$ cat src/dra_pkg.sv
`timescale 1ns / 1ps
// shared types and constants of the damage rect accumulator
package dra_pkg;

   localparam int DEF_MAX_RECTS  = 64;
   localparam int DEF_COORD_BITS = 14;

   localparam int CW        = 14;   // coordinate field width
   localparam int IN_W      = 16;   // signed input coordinate width
   localparam int CMD_W     = 2;
   localparam int CNT_OUT_W = 7;

   localparam logic [CW-1:0] RST_WIDTH  = 14'd1920;
   localparam logic [CW-1:0] RST_HEIGHT = 14'd1080;

   typedef enum logic [CMD_W-1:0] {
      CMD_CLEAR = 2'd0,
      CMD_ADD   = 2'd1,
      CMD_FULL  = 2'd2,
      CMD_READ  = 2'd3
   } cmd_type;

   typedef enum logic {
      REG_WIDTH  = 1'b0,
      REG_HEIGHT = 1'b1
   } reg_idx_type;

   typedef enum logic [3:0] {
      ST_IDLE,
      ST_CLIP,
      ST_ENTRY,
      ST_SCAN_RD,
      ST_EVAL,
      ST_AREA,
      ST_DECIDE,
      ST_SHIFT_RD,
      ST_SHIFT_WR,
      ST_SHIFT_DONE,
      ST_RESP,
      ST_RO_RD,
      ST_RO_EMIT
   } state_type;

   typedef struct packed {
      logic load_req;
      logic clear;
      logic go_full;
      logic clip;
      logic merge_fill;
      logic idx_clr;
      logic idx_inc;
      logic rd_scan;
      logic rd_shift;
      logic eval;
      logic area;
      logic load_union;
      logic shift_wr;
      logic cnt_dec;
      logic append;
      logic emit_status;
      logic emit_rect;
   } ctrl_cmd_type;

   typedef struct packed {
      logic full;
      logic size_zero;
      logic r_empty;
      logic r_covers;
      logic idx_lt_cnt;
      logic idx1_lt_cnt;
      logic idx2_lt_cnt;
      logic cnt_full;
      logic cnt_zero;
      logic s_holds_r;
      logic merge_ok;
      logic out_free;
   } dp_stat_type;

endpackage

$ cat src/dra_ctrl.sv
`timescale 1ns / 1ps
// sequencing state machine of the damage rect accumulator
module dra_ctrl import dra_pkg::*; (
   input  logic              clock,
   input  logic              reset,
   input  logic              req_valid,
   input  logic [CMD_W-1:0]  req_command,
   output logic              req_stall,
   input  dp_stat_type       stat,
   output ctrl_cmd_type      cmd
);

   state_type state_ff;
   state_type state_in;

   always_ff @(posedge clock) begin
      if (reset) begin
         state_ff <= ST_IDLE;
      end else begin
         state_ff <= state_in;
      end
   end

   always_comb begin
      state_in  = state_ff;
      cmd       = '0;
      req_stall = 1'b1;
      case (state_ff)
         ST_IDLE: begin
            req_stall = 1'b0;
            if (req_valid) begin
               cmd.load_req = 1'b1;
               case (cmd_type'(req_command))
                  CMD_CLEAR: begin
                     cmd.clear = 1'b1;
                     state_in  = ST_RESP;
                  end
                  CMD_ADD: begin
                     state_in = ST_CLIP;
                  end
                  CMD_FULL: begin
                     cmd.go_full = 1'b1;
                     state_in    = ST_RESP;
                  end
                  default: begin
                     cmd.idx_clr = 1'b1;
                     state_in    = stat.cnt_zero ? ST_RESP : ST_RO_RD;
                  end
               endcase
            end
         end
         ST_CLIP: begin
            if (stat.full || stat.size_zero) begin
               // fill request still counts while the frame is full damage
               cmd.merge_fill = stat.full;
               state_in       = ST_RESP;
            end else begin
               cmd.clip = 1'b1;
               state_in = ST_ENTRY;
            end
         end
         ST_ENTRY: begin
            if (stat.r_empty) begin
               state_in = ST_RESP;
            end else begin
               cmd.merge_fill = 1'b1;
               if (stat.r_covers) begin
                  cmd.go_full = 1'b1;
                  state_in    = ST_RESP;
               end else begin
                  cmd.idx_clr = 1'b1;
                  state_in    = ST_SCAN_RD;
               end
            end
         end
         ST_SCAN_RD: begin
            if (stat.idx_lt_cnt) begin
               cmd.rd_scan = 1'b1;
               state_in    = ST_EVAL;
            end else begin
               if (stat.cnt_full) begin
                  cmd.go_full = 1'b1;
               end else begin
                  cmd.append = 1'b1;
               end
               state_in = ST_RESP;
            end
         end
         ST_EVAL: begin
            cmd.eval = 1'b1;
            state_in = ST_AREA;
         end
         ST_AREA: begin
            cmd.area = 1'b1;
            state_in = ST_DECIDE;
         end
         ST_DECIDE: begin
            if (stat.s_holds_r) begin
               state_in = ST_RESP;
            end else if (stat.merge_ok) begin
               cmd.load_union = 1'b1;
               state_in       = stat.idx1_lt_cnt ? ST_SHIFT_RD : ST_SHIFT_DONE;
            end else begin
               cmd.idx_inc = 1'b1;
               state_in    = ST_SCAN_RD;
            end
         end
         ST_SHIFT_RD: begin
            cmd.rd_shift = 1'b1;
            state_in     = ST_SHIFT_WR;
         end
         ST_SHIFT_WR: begin
            cmd.shift_wr = 1'b1;
            cmd.idx_inc  = 1'b1;
            state_in     = stat.idx2_lt_cnt ? ST_SHIFT_RD : ST_SHIFT_DONE;
         end
         ST_SHIFT_DONE: begin
            cmd.cnt_dec = 1'b1;
            if (stat.r_covers) begin
               cmd.go_full = 1'b1;
               state_in    = ST_RESP;
            end else begin
               cmd.idx_clr = 1'b1;
               state_in    = ST_SCAN_RD;
            end
         end
         ST_RESP: begin
            if (stat.out_free) begin
               cmd.emit_status = 1'b1;
               state_in        = ST_IDLE;
            end
         end
         ST_RO_RD: begin
            cmd.rd_scan = 1'b1;
            state_in    = ST_RO_EMIT;
         end
         ST_RO_EMIT: begin
            if (stat.out_free) begin
               cmd.emit_rect = 1'b1;
               cmd.idx_inc   = 1'b1;
               state_in      = stat.idx1_lt_cnt ? ST_RO_RD : ST_IDLE;
            end
         end
         default: begin
            state_in = ST_IDLE;
         end
      endcase
   end

   // an accepted item always leaves idle
   a_accept_leaves_idle: assert property (@(posedge clock) disable iff (reset)
      (req_valid && !req_stall) |=> (state_ff != ST_IDLE))
      else $error("accepted item did not start work");

endmodule

$ cat config.mk
export PLATFORM = sky130hd
export DESIGN_NAME = dra_ctrl
export DESIGN_NICKNAME = d
export VERILOG_FILES = /design/src/dra_pkg.sv /design/src/dra_ctrl.sv
export SDC_FILE = /design/constraint.sdc
export NUM_CORES = 1
export LEC_CHECK = 0
export ABC_AREA = 1
export BUFFER_PORTS_ARGS = -buffer_cell sky130_fd_sc_hd__clkbuf_2
export CORE_MARGIN = 2
export CORE_UTILIZATION = 36
export CTS_CLUSTER_DIAMETER = 150
export DETAILED_ROUTE_END_ITERATION = 8
export GPL_TIMING_DRIVEN = 0
export PLACE_DENSITY_LB_ADDON = 0.1
export REMOVE_ABC_BUFFERS = 1
export SLEW_MARGIN = 20
export SYNTH_ARGS = -nofsm -noshare
export SYNTH_HDL_FRONTEND = slang
export SYNTH_SLANG_ARGS = --single-unit
$ cat constraint.sdc
create_clock -name clock -period 1.45 [get_ports clock]
set_input_delay 0.29 -clock clock [delete_from_list [all_inputs] [get_ports clock]]
set_output_delay 0.29 -clock clock [all_outputs]
set_load 0.005 [all_outputs]
## After elaboration in Yosys (flattened, before gate mapping)

Index checks and enable logic that the tools add are counted.

| cells by class | value |
|---|---|
| eq/ne operators | 17 |
| muxes and demuxes | 53 |
| reductions and logical operators | 6 |

Operator list:

| operator | number |
|---|---|
| $pmux 4 s13 | 1 |
| $mux 4 | 12 |
| $mux 1 | 31 |
| $eq 4x4->1 const B | 5 |
| $eq 4x3->1 const B | 4 |
| $eq 4x2->1 const B | 2 |
| $pmux 4 s2 | 1 |
| $ne 2x2->1 const B | 3 |
| $pmux 1 s3 | 2 |
| $eq 4x1->1 const B | 1 |
| $logic_not 4->1 | 1 |
| $mux 2 | 2 |
| $pmux 1 s2 | 2 |
| $pmux 1 s4 | 1 |
| $mux 3 | 1 |
| $reduce_and 3->1 | 1 |
| $reduce_or 3->1 | 1 |
| $eq 2x1->1 const B | 1 |
| $eq 2x2->1 const B | 1 |
| $logic_not 2->1 | 1 |
| $reduce_or 2->1 | 1 |
| $logic_or 1x1->1 | 1 |

| storage, ports and cells | value |
|---|---|
| output and inout port bits | 18 |
| input bits | 17 |
| flip-flop bits (word level) | 4 |
| logic and storage cells | 77 |

## Depth between registers and ports, before layout

| depth | value |
|---|---|
| word-level depth | 5 |
| depth in mapped cells | 9 |
| mapped depth without buffers | 9 |

## Worst setup path after synthesis

OpenSTA, ideal clock, no wires.

| timing path | value |
|---|---|
| path type | reg2out |
| from | reg state_ff[1] |
| to | out cmd[11] (netlist bit) |
| stages on the path, launching flop included | 6 |
| setup slack | 0.125 ns |
| data required time | 1.160 ns |
| buffers on the path | 0 |
| data arrival time | 1.035 ns |
| path through | dfxtp_1 > nor2_4 > nand2_2 > nor2_1 > nand3_1 > nand2_1 |

RTL lines:

| element | line | source |
|---|---|---|
| from (decl) | dra_ctrl.sv:13 | `state_type state_ff;` |
| from (signal assigned) | dra_ctrl.sv:20 | `state_ff <= state_in;` |
| to (decl) | dra_ctrl.sv:10 | `output ctrl_cmd_type cmd` |

==> results.toml <==
[hold_path]
hold_depth = 2
worst_hold_path_type = "primary input to flop"

[timing]
hold_viol_final = 0
setup_slack_ps = -166
period_share = 1.11
rsz0062_at_grt = "true"
skew_ps = 2.89
maxSlewHeadroom = 0.854
worst_slew_pin_slew_ps = 218
fmax_ghz = 0.619
drv_slew = 0
finalSetupTns_ps = -1290
finalSetupViolCount = 15
min_period_ps = 1620

[critical_path]
worst_ep_required_time_ps = 1160
crit_path_max_incr_delay_ps = 360
path_class = "flop to primary output"
crit_end = "cmd[14]"
ff2ff_path_depth = 10
critical_path.startpoint = "state_ff[0]$_SDFFE_PP0P_"
cp-start-kind = "flop"
critPathCaptureType = "primary output"
crit_path_frequent_cell = "nor2_4"
r2r_end = "state_ff[1]$_SDFFE_PP0P_"
cp_slowest_cell = "dfxtp_4"
rr_startpoint = "state_ff[1]$_SDFFE_PP0P_"
path_cells = "nor2_4 > buf_12 > nand2_4 > nor2_4 > a21oi_2 > nand3_1 > clkbuf_2"
ff2ff_setup_slack_ps = 60
path_max_fanout = 4
arrival_ps = 1330

[die]
die_w_um = 46.2
core_um2 = 1710
start_util = 0.376
rows = 15
dieArea_um2 = 2140
ios = 35
die_h_um = 46.2

[cells_and_area]
mostFrequentLayoutCells = "clkbuf_2, nand2_1, inv_1"
fin_area_um2 = 1130
n_antenna_cell = 0
largest_register = "state_ff"
nets = 197
drive_gt1_frac = 0.522
nFillCells = 168
stdcell_count = 203
layout_commonest_cell = "clkbuf_2"
layout-area-overhead-vs-synth_pct = 76.8
reg_top3 = "state_ff: 4 flops"
largest_reg_flops = 4

[clock_tree]
cts_inserted_buffers = 3
clk_pin_slew_ps = 40
ctsHoldBuffers = 0
htreeDepth = 1
clk_path_buf_depth = 2
cts_tree = "done"
cts_sinks = 4
clk_latency_ps = 240
cts_root_buf = "clkbuf_4"

[logic_synthesis]
synth.avg_cell_area_um2 = 5.22
netlist_area_um2 = 642
synth-seq-area-share = 0.125
synth_seq_cells = 4
syn-instance-count = 123
synth_warnings = 0
synth.distinct_cells = 19

[power]
peakVddDrop_mv = 0.829
p_leak_uw = 0.000665
p_per_area_nw_per_um2 = 1630

[placement]
placed_area_um2 = 843
dp.cells = 182
dp_hpwl_um = 1490
numPortBuffers = 34
gp_routability_congestion = 0.826

[drt]
vias_per_cell = 4.78
firstDrtPassIters = 4
routedWlPerCell_um = 10.7
totalWireLength_um = 2180
drcViolationCount = 0
vias = 971
first_iter_violations = 15
antenna_left = 0

[flow_run]
max_cap_violations = 0

[global_route]
grt_pass1_vias = 816
grt_pass1_wl_um = 3310
gr-usage-all-layers = 0.208
grt_remaining_overflow = 0
grt_max_degree = 7
antenna_found_initial = 0

[run_status]
failed_checks = "negative setup slack"
outcome = "finished, violations left"
[how the worst min path moves through the flow]
stage          startpoint                        to  slack [ps]
6_report            reset  state_ff[2]$_SDFFE_PP0P_         250
5_1_grt             reset  state_ff[2]$_SDFFE_PP0P_         270
3_5_place_dp        reset  state_ff[2]$_SDFFE_PP0P_         510
3_3_place_gp        reset  state_ff[0]$_SDFFE_PP0P_         510
2_1_floorplan       reset  state_ff[1]$_SDFFE_PP0P_         360
4_1_cts             reset  state_ff[2]$_SDFFE_PP0P_         240
[metal layers]
layer,global-route usage,wire (µm)
met1,0.265,883
met2,0.381,1140
met3,0.0353,128
met4,0.00571,21
met5,0,0
[cells in the mapped netlist]
| master | number | area [µm²] |
|---|---|---|
| nand2_1 | 33 | 124 |
| inv_1 | 21 | 78.8 |
| nor2_1 | 20 | 75.1 |
| nand3_1 | 13 | 65.1 |
| nor2_4 | 5 | 56.3 |
| nor3_1 | 5 | 25.0 |
| a21oi_1 | 4 | 20.0 |
| dfxtp_1 | 4 | 80.1 |
| inv_2 | 3 | 11.3 |
| nand2_2 | 3 | 18.8 |
| o21ai_0 | 3 | 15.0 |
| nor2_2 | 2 | 12.5 |
| a31oi_1 | 1 | 6.26 |
| nand2_4 | 1 | 11.3 |
| nand3_2 | 1 | 10.0 |
| nor4_1 | 1 | 6.26 |
| o21a_1 | 1 | 7.51 |
| o22ai_1 | 1 | 6.26 |
| o22ai_2 | 1 | 12.5 |
[where the power goes]
group | switching [µW] | internal (µW) | leakage (µW) | total (µW)
clock network | 56.0 | 93.3 | 0.0000138 | 149
registers | 90.4 | 172 | 0.0000356 | 262
logic | 722 | 713 | 0.000615 | 1430
total | 868 | 978 | 0.000665 | 1850
[area by class of cell]
type	instances	area, µm²	area share
clock buffers	3	22.5	0.0198
inverters	24	92.6	0.0816
multi-input cells	95	561	0.494
flip-flops and latches	4	95.1	0.0838
well taps	25	31.3	0.0276
repair buffers	52	333	0.293
[metrics by stage]
stage / setup slack [ps] / utilization / hold slack (ps) / power [µW]
2_1_floorplan: 125 / - / 359 / 832
3_3_place_gp: -112 / 0.494 / 509 / 1070
3_5_place_dp: -108 / 0.494 / 509 / 1080
4_1_cts: -152 / 0.619 / 240 / 1690
5_1_grt: -244 / 0.664 / 274 / 1990
6_report: -166 / 0.664 / 251 / 1850
[critical path: cells and delay by family, from the launching register on]
family | cells | cell delay (ps)
buffers and inverters | 2 | 230
AND/OR/NAND/NOR | 4 | 420
AO/OA/AOI/OAI | 1 | 70
flip-flops | 1 | 360
[logic make-up (layout without fill, tap and decap cells)]
family / after synthesis / count (layout) / share of synthesized area
flip-flops: 4 / 4 / 0.125
AND/OR/NAND/NOR: 84 / 84 / 0.630
AO/OA/AOI/OAI: 11 / 11 / 0.105
buffers and inverters: 24 / 79 / 0.140
[timing repair]
item,CTS,global route
endpoints found under the setup margin,17,20
cloned,0,0
pin swaps,12,6
buffers inserted,13,5
gates resized for setup,28,13
No activity file was read; power rests on OpenSTA's default activity.
